### src/sv/slpc_pkg.sv
// Shared types and constants for the status LED pattern controller.
package slpc_pkg;

    // Command codes of an input beat.
    localparam logic [1:0] CMD_TICK    = 2'd0;
    localparam logic [1:0] CMD_BATTERY = 2'd1;
    localparam logic [1:0] CMD_LINK    = 2'd2;

    // Configuration register indexes.
    localparam logic CFG_CRITICAL = 1'b0;
    localparam logic CFG_LOW      = 1'b1;

    // Reset values of the thresholds and of the stored charge.
    localparam logic [6:0] CRITICAL_RESET = 7'd5;
    localparam logic [6:0] LOW_RESET      = 7'd20;
    localparam logic [6:0] CHARGE_RESET   = 7'd100;

    // Countdown lengths in milliseconds.
    localparam logic [9:0] FLASH_MS    = 10'd650;
    localparam logic [9:0] CRIT_ON_MS  = 10'd250;
    localparam logic [9:0] CRIT_OFF_MS = 10'd500;
    localparam logic [9:0] PAIR_MS     = 10'd500;

    // Brightness levels.
    localparam logic [7:0] LEVEL_CRIT  = 8'd64;
    localparam logic [7:0] LEVEL_FLASH = 8'd48;
    localparam logic [7:0] LEVEL_AMBER = 8'd24;
    localparam logic [7:0] LEVEL_PAIR  = 8'd48;
    localparam logic [7:0] LEVEL_LOW   = 8'd24;

    // One input beat.
    typedef struct packed {
        logic [1:0] command;
        logic [6:0] charge_level;
        logic       now_linked;
        logic       now_open;
    } item_t;

    // One rendered colour, with a flag that says whether a colour is produced.
    typedef struct packed {
        logic       valid;
        logic [7:0] red;
        logic [7:0] green;
        logic [7:0] blue;
    } color_t;

    // Timer status seen by the top level.
    typedef struct packed {
        logic armed;
        logic count_zero;
    } timer_status_t;

endpackage

### src/sv/slpc_core.sv
// Controller state and render rule: updates state for one beat and picks the colour.
module slpc_core (
    input  logic                   clk,
    input  logic                   rst_n,
    input  logic                   fire,
    input  slpc_pkg::item_t        item,
    input  logic [6:0]             critical_threshold,
    input  logic [6:0]             low_threshold,
    output slpc_pkg::color_t       result,
    output slpc_pkg::timer_status_t status
);
    import slpc_pkg::*;

    logic [6:0] charge_reg, charge_next;
    logic       linked_reg, linked_next;
    logic       pair_open_reg, pair_open_next;
    logic       link_known_reg, link_known_next;
    logic       blink_phase_reg, blink_phase_next;
    logic       flash_pending_reg, flash_pending_next;
    logic       flash_is_connect_reg, flash_is_connect_next;
    logic [9:0] countdown_reg, countdown_next;
    logic       timer_armed_reg, timer_armed_next;

    // Event handling followed by the render rule on the updated state.
    always_comb
    begin
        logic       run;
        logic       critical;
        logic [9:0] count_dec;

        charge_next           = charge_reg;
        linked_next           = linked_reg;
        pair_open_next        = pair_open_reg;
        link_known_next       = link_known_reg;
        blink_phase_next      = blink_phase_reg;
        flash_pending_next    = flash_pending_reg;
        flash_is_connect_next = flash_is_connect_reg;
        countdown_next        = countdown_reg;
        timer_armed_next      = timer_armed_reg;
        result                = '0;
        run                   = 1'b0;
        count_dec             = (countdown_reg != 10'd0) ? countdown_reg - 10'd1 : countdown_reg;

        unique case (item.command)
            CMD_TICK:
            begin
                if (timer_armed_reg)
                begin
                    if (count_dec != 10'd0)
                    begin
                        countdown_next = count_dec;
                    end
                    else
                    begin
                        countdown_next   = 10'd0;
                        timer_armed_next = 1'b0;
                        run              = 1'b1;
                    end
                end
            end
            CMD_BATTERY:
            begin
                charge_next = item.charge_level;
                run         = 1'b1;
            end
            CMD_LINK:
            begin
                // The first update after reset is only recorded.
                if (link_known_reg && (linked_reg != item.now_linked))
                begin
                    flash_pending_next    = 1'b1;
                    flash_is_connect_next = item.now_linked;
                end
                linked_next     = item.now_linked;
                pair_open_next  = item.now_open;
                link_known_next = 1'b1;
                run             = 1'b1;
            end
            default:
            begin
            end
        endcase

        critical = (charge_next <= critical_threshold);

        // Render rule, checked in priority order.
        if (run)
        begin
            result.valid = 1'b1;
            priority if (flash_pending_next && !critical && !pair_open_next)
            begin
                flash_pending_next = 1'b0;
                if (flash_is_connect_next)
                begin
                    result.green = LEVEL_FLASH;
                end
                else
                begin
                    result.red   = LEVEL_FLASH;
                    result.green = LEVEL_AMBER;
                end
                countdown_next   = FLASH_MS;
                timer_armed_next = 1'b1;
            end
            else if (critical)
            begin
                blink_phase_next = !blink_phase_reg;
                result.red       = blink_phase_next ? LEVEL_CRIT : 8'd0;
                countdown_next   = blink_phase_next ? CRIT_ON_MS : CRIT_OFF_MS;
                timer_armed_next = 1'b1;
            end
            else if (pair_open_next)
            begin
                blink_phase_next = !blink_phase_reg;
                result.blue      = blink_phase_next ? LEVEL_PAIR : 8'd0;
                countdown_next   = PAIR_MS;
                timer_armed_next = 1'b1;
            end
            else
            begin
                blink_phase_next = 1'b0;
                countdown_next   = 10'd0;
                timer_armed_next = 1'b0;
                if (charge_next <= low_threshold)
                begin
                    result.red = LEVEL_LOW;
                end
            end
        end
    end

    // State registers, committed when a beat is processed.
    always_ff @(posedge clk or negedge rst_n)
    begin
        if (!rst_n)
        begin
            charge_reg           <= CHARGE_RESET;
            linked_reg           <= 1'b0;
            pair_open_reg        <= 1'b0;
            link_known_reg       <= 1'b0;
            blink_phase_reg      <= 1'b0;
            flash_pending_reg    <= 1'b0;
            flash_is_connect_reg <= 1'b0;
            countdown_reg        <= 10'd0;
            timer_armed_reg      <= 1'b0;
        end
        else if (fire)
        begin
            charge_reg           <= charge_next;
            linked_reg           <= linked_next;
            pair_open_reg        <= pair_open_next;
            link_known_reg       <= link_known_next;
            blink_phase_reg      <= blink_phase_next;
            flash_pending_reg    <= flash_pending_next;
            flash_is_connect_reg <= flash_is_connect_next;
            countdown_reg        <= countdown_next;
            timer_armed_reg      <= timer_armed_next;
        end
    end

    assign status.armed      = timer_armed_reg;
    assign status.count_zero = (countdown_reg == 10'd0);

endmodule

### src/sv/status_led_pattern_controller_top.sv
// Top level of the status LED pattern controller: beat registers, configuration and checks.
//
// Usage: each input beat carries a command (millisecond tick, battery update or
// connection update) with its data. Battery and connection beats always yield one
// colour beat (red, green, blue) on the output channel; a tick yields one only when
// the armed countdown expires, and the unused command yields none.
// A colour beat passes the input register, which holds the accepted beat, and the
// output register, which the render logic writes when the output slot is free. The
// block takes one beat per cycle while the receiver does not stall, set by the single
// render pass between those two registers.
// When the receiver stalls, the output register holds its beat and the input register
// holds the next one; input ready drops only while both are full and the output is
// not taken. Configuration writes (critical and low thresholds) are always ready and
// are meant to be issued while the block is idle.
// Reset clears both beat registers, sets the thresholds to 5 and 20 percent, the stored
// charge to 100 percent, the link state to unknown and disarms the countdown.
module status_led_pattern_controller_top (
    input  logic       clk,
    input  logic       rst_n,
    input  logic       in_valid,
    output logic       in_ready,
    input  logic [1:0] command,
    input  logic [6:0] charge_level,
    input  logic       now_linked,
    input  logic       now_open,
    output logic       out_valid,
    input  logic       out_ready,
    output logic [7:0] red,
    output logic [7:0] green,
    output logic [7:0] blue,
    input  logic       cfg_valid,
    output logic       cfg_ready,
    input  logic       cfg_index,
    input  logic [6:0] cfg_data
);
    import slpc_pkg::*;

    logic          in_valid_reg, in_valid_next;
    item_t         in_item_reg;
    logic          out_valid_reg, out_valid_next;
    logic [7:0]    red_reg, green_reg, blue_reg;
    logic [6:0]    critical_reg, low_reg;
    logic          advance;
    color_t        result;
    timer_status_t status;

    // Handshake control: the held beat is processed when the output slot is free.
    assign advance   = in_valid_reg && (!out_valid_reg || out_ready);
    assign in_ready  = !in_valid_reg || advance;
    assign cfg_ready = 1'b1;

    always_comb
    begin
        in_valid_next = in_valid_reg;
        if (in_valid && in_ready)
        begin
            in_valid_next = 1'b1;
        end
        else if (advance)
        begin
            in_valid_next = 1'b0;
        end

        out_valid_next = out_valid_reg;
        if (advance && result.valid)
        begin
            out_valid_next = 1'b1;
        end
        else if (out_ready)
        begin
            out_valid_next = 1'b0;
        end
    end

    // Control and configuration registers.
    always_ff @(posedge clk or negedge rst_n)
    begin
        if (!rst_n)
        begin
            in_valid_reg  <= 1'b0;
            out_valid_reg <= 1'b0;
            critical_reg  <= CRITICAL_RESET;
            low_reg       <= LOW_RESET;
        end
        else
        begin
            in_valid_reg  <= in_valid_next;
            out_valid_reg <= out_valid_next;
            if (cfg_valid && cfg_ready)
            begin
                unique case (cfg_index)
                    CFG_CRITICAL: critical_reg <= cfg_data;
                    CFG_LOW:      low_reg      <= cfg_data;
                    default:
                    begin
                    end
                endcase
            end
        end
    end

    // Payload registers for the input and output beats.
    always_ff @(posedge clk)
    begin
        if (in_valid && in_ready)
        begin
            in_item_reg.command      <= command;
            in_item_reg.charge_level <= charge_level;
            in_item_reg.now_linked   <= now_linked;
            in_item_reg.now_open     <= now_open;
        end
        if (advance && result.valid)
        begin
            red_reg   <= result.red;
            green_reg <= result.green;
            blue_reg  <= result.blue;
        end
    end

    slpc_core u_core (
        .clk                (clk),
        .rst_n              (rst_n),
        .fire               (advance),
        .item               (in_item_reg),
        .critical_threshold (critical_reg),
        .low_threshold      (low_reg),
        .result             (result),
        .status             (status)
    );

    assign out_valid = out_valid_reg;
    assign red       = red_reg;
    assign green     = green_reg;
    assign blue      = blue_reg;

    // The countdown is nonzero exactly when the timer is armed.
    assert property (@(posedge clk) disable iff (!rst_n)
        status.armed == !status.count_zero)
        else $error("countdown and armed flag disagree");

    // A held beat may not be replaced while the output is stalled.
    assert property (@(posedge clk) disable iff (!rst_n)
        (in_valid_reg && out_valid_reg && !out_ready) |-> !in_ready)
        else $error("input accepted while both beat registers are blocked");

    // A new output beat only appears after a beat was processed.
    assert property (@(posedge clk) disable iff (!rst_n)
        (out_valid_reg && !$past(out_valid_reg)) |-> $past(advance))
        else $error("output beat without a processed input beat");

    // A held output beat with no processing stays valid.
    assert property (@(posedge clk) disable iff (!rst_n)
        (out_valid_reg && !out_ready) |=> out_valid_reg)
        else $error("stalled output beat dropped");

endmodule

### config.mk
export PLATFORM = sky130hd
export DESIGN_NAME = status_led_pattern_controller_top
export DESIGN_NICKNAME = d
export VERILOG_FILES = /design/src/sv/slpc_pkg.sv /design/src/sv/slpc_core.sv /design/src/sv/status_led_pattern_controller_top.sv
export SDC_FILE = /design/constraint.sdc
export NUM_CORES = 1
export LEC_CHECK = 0
export BUFFER_PORTS_ARGS = -buffer_cell sky130_fd_sc_hd__buf_2
export CAP_MARGIN = 20
export CORE_MARGIN = 2
export CORE_UTILIZATION = 43
export CTS_CLUSTER_SIZE = 14
export DETAILED_ROUTE_END_ITERATION = 10
export GPL_ROUTABILITY_DRIVEN = 0
export MAX_ROUTING_LAYER = met4
export PLACE_DENSITY_LB_ADDON = 0.2
export SYNTH_ARGS = -nofsm -noshare
export SYNTH_HDL_FRONTEND = slang
export SYNTH_HIERARCHICAL = 1
export SYNTH_SLANG_ARGS = --single-unit
### constraint.sdc
create_clock -name clk -period 7.7 [get_ports clk]
set_input_delay 0.385 -clock clk [delete_from_list [all_inputs] [get_ports clk]]
set_output_delay 0.385 -clock clk [all_outputs]
set_load 0.05 [all_outputs]
==> results.ini <==
[status]
status = completed

[clock_network]
worstSkewPairLatency_ps = 350
clockBufferDepth = 2
cts-root-buf = clkbuf_8
cts_setup_buffers = 0
cts_resized = 0
ctsHoldBuffers = 0
clock_sinks = 75
clk_pin_slew_ps = 80
htree_levels = 3
cts_tree = built
cts_buffers = 9

[drt]
via_per_inst = 5.25
drc = 0
wl_per_cell_um = 14.9
totalWireLength_um = 7410
drt_iter0_markers = 130
dr_total_vias = 2610
antenna_left = 0
drt-pass1-iter-count = 4

[synthesis]
synth_area_mm2 = 0.00390
synthCells = 337
post_synth.cell_area_avg_um2 = 11.6
yosys_warnings = 6

[finish]
drive_gt1_frac = 0.293
largest_reg_flops = 11
multiInputGateArea_mm2 = 0.00161
finalNetCount = 427
diodes = 0
seq_area_mm2 = 0.00206
syn_to_final_growth_pct = 11.6
fillers = 816

[timing]
finClkSkew_ps = 7.47
hold_viol = 0
drv_slew = 0
rsz0062_at_grt = no
period_needed_ps = 3720
slew_headroom = 0.378
worstMarginPinSlew_ps = 933
setup_viol = 0
max_freq_ghz = 0.269
timing.final.crit_share = 0.483
setup_tns_ps = 0

[floorplan]
num_rows = 34
dieArea_mm2 = 0.00985
fp.dieH_um = 99.3
io_pins = 51
start_util = 0.445
dieWidth_um = 99.3
core_area_mm2 = 0.00876

[critical_path]
cp-start-kind = register
cp_top_family = simple AND/OR/NAND/NOR gates
path_cells = inv_1 > ha_1 > or3b_1 > nor4_2 > a31oi_2 > o41ai_2 > nand2b_1 > inv_2 > nand2_1 > nor2b_2 > buf_8
crit_type = register to register
r2r_cells = 11
critPathArrivalTime_ps = 3780
cp_num_buf_inv = 3
cp_slowest_stage_delay_ps = 560
cp_data_required_time_ps = 7760
crit_fanout = 15
path_depth = 11
end_kind = register
crit_slowest_cell = or3b_1

[placement]
hpwl_um = 5370
io_buffers = 49

[power]
finalPower_uw = 1300
peakVddDrop_mv = 0.135
cellPowerDensity_mw_per_mm2 = 298
leakagePower_uw = 0.00185

[global_routing]
grt-ovfl-total = 0
first_global_vias = 2549
grt_max_degree = 41
antenna_found_initial = 0
grt_usage = 0.165
grt_pass1_wl_um = 12500

[run]
cap_violations = 0

[hold_path]
hold_class = input port to asynchronous set/reset pin

## final timing paths
kind                                         startpoint                 endpoint  slack (ps)
worst max-delay path            u_core/countdown_reg[1]                   red[2]        3980
worst min-delay path                              rst_n  u_core/countdown_reg[1]         180
worst max register to register  u_core/countdown_reg[1]                   red[2]        3980
worst min register to register     u_core/charge_reg[6]     u_core/charge_reg[6]         510
max in group asynchronous                         rst_n     u_core/charge_reg[3]        6940
min in group clk                        charge_level[6]           in_item_reg[8]         210
## cell type report
| type | instances | area share |
|---|---|---|
| timing repair buffer | 51 | 0.0615 |
| multi-input combinational | 224 | 0.369 |
| tap | 108 | 0.0310 |
| inverter | 23 | 0.0198 |
| sequential | 75 | 0.473 |
| clock buffer | 9 | 0.0284 |
| clock inverter | 7 | 0.0172 |
## cells in the final DEF (no fill, tap or decap), types with 5 or more instances in the layout
| cell | count |
|---|---|
| and2_1 | 5 |
| dfrtp_1 | 33 |
| mux2_4 | 7 |
| ha_1 | 19 |
| a21oi_1 | 13 |
| o21a_1 | 6 |
| mux2_2 | 18 |
| o21ai_0 | 14 |
| nor2_1 | 36 |
| nor3_1 | 8 |
| clkbuf_8 | 9 |
| nand2_1 | 11 |
| dfstp_2 | 7 |
| buf_2 | 49 |
| conb_1 | 16 |
| o31ai_1 | 5 |
| edfxtp_1 | 35 |
| inv_1 | 21 |
## per-layer routing
| metal | track usage | share of wire | vias up | wire length (µm) |
|---|---|---|---|---|
| met5 | - | 0 | - | 0 |
| met4 | 0.0590 | 0.015 | 0 | 112 |
| met3 | 0.0394 | 0.050 | 10 | 369 |
| met2 | 0.254 | 0.48 | 72 | 3530 |
| met1 | 0.215 | 0.46 | 1251 | 3400 |
| li1 | - | - | 1277 | - |
## through the flow
step            util  std cells  hold slack [ps]  area [µm²]  setup slack, ps
3_5_place_dp   0.472        479              487        4130             3040
2_1_floorplan      -        351             89.4        3960             3720
4_1_cts        0.494        495              197        4330             3000
3_3_place_gp   0.472        479              479        4130             3120
5_1_grt        0.497        497              189        4360             3680
6_report       0.497        497              179        4360             3980
## worst reg2reg max path, cell delays in order, from the launching register on
cell and delay (ps):
dfrtp_1 450, inv_1 120, ha_1 290, or3b_1 560, nor4_2 330, a31oi_2 90, o41ai_2 470, nand2b_1 230
inv_2 120, nand2_1 80, nor2b_2 460, buf_8 240
## power breakdown
group	switching, µW	total [µW]	internal [µW]
Sequential	77.0	581	504
Clock	152	303	151
Combinational	248	415	167
Total	477	1300	823
Note: power is estimated with default switching activity, not from simulation.
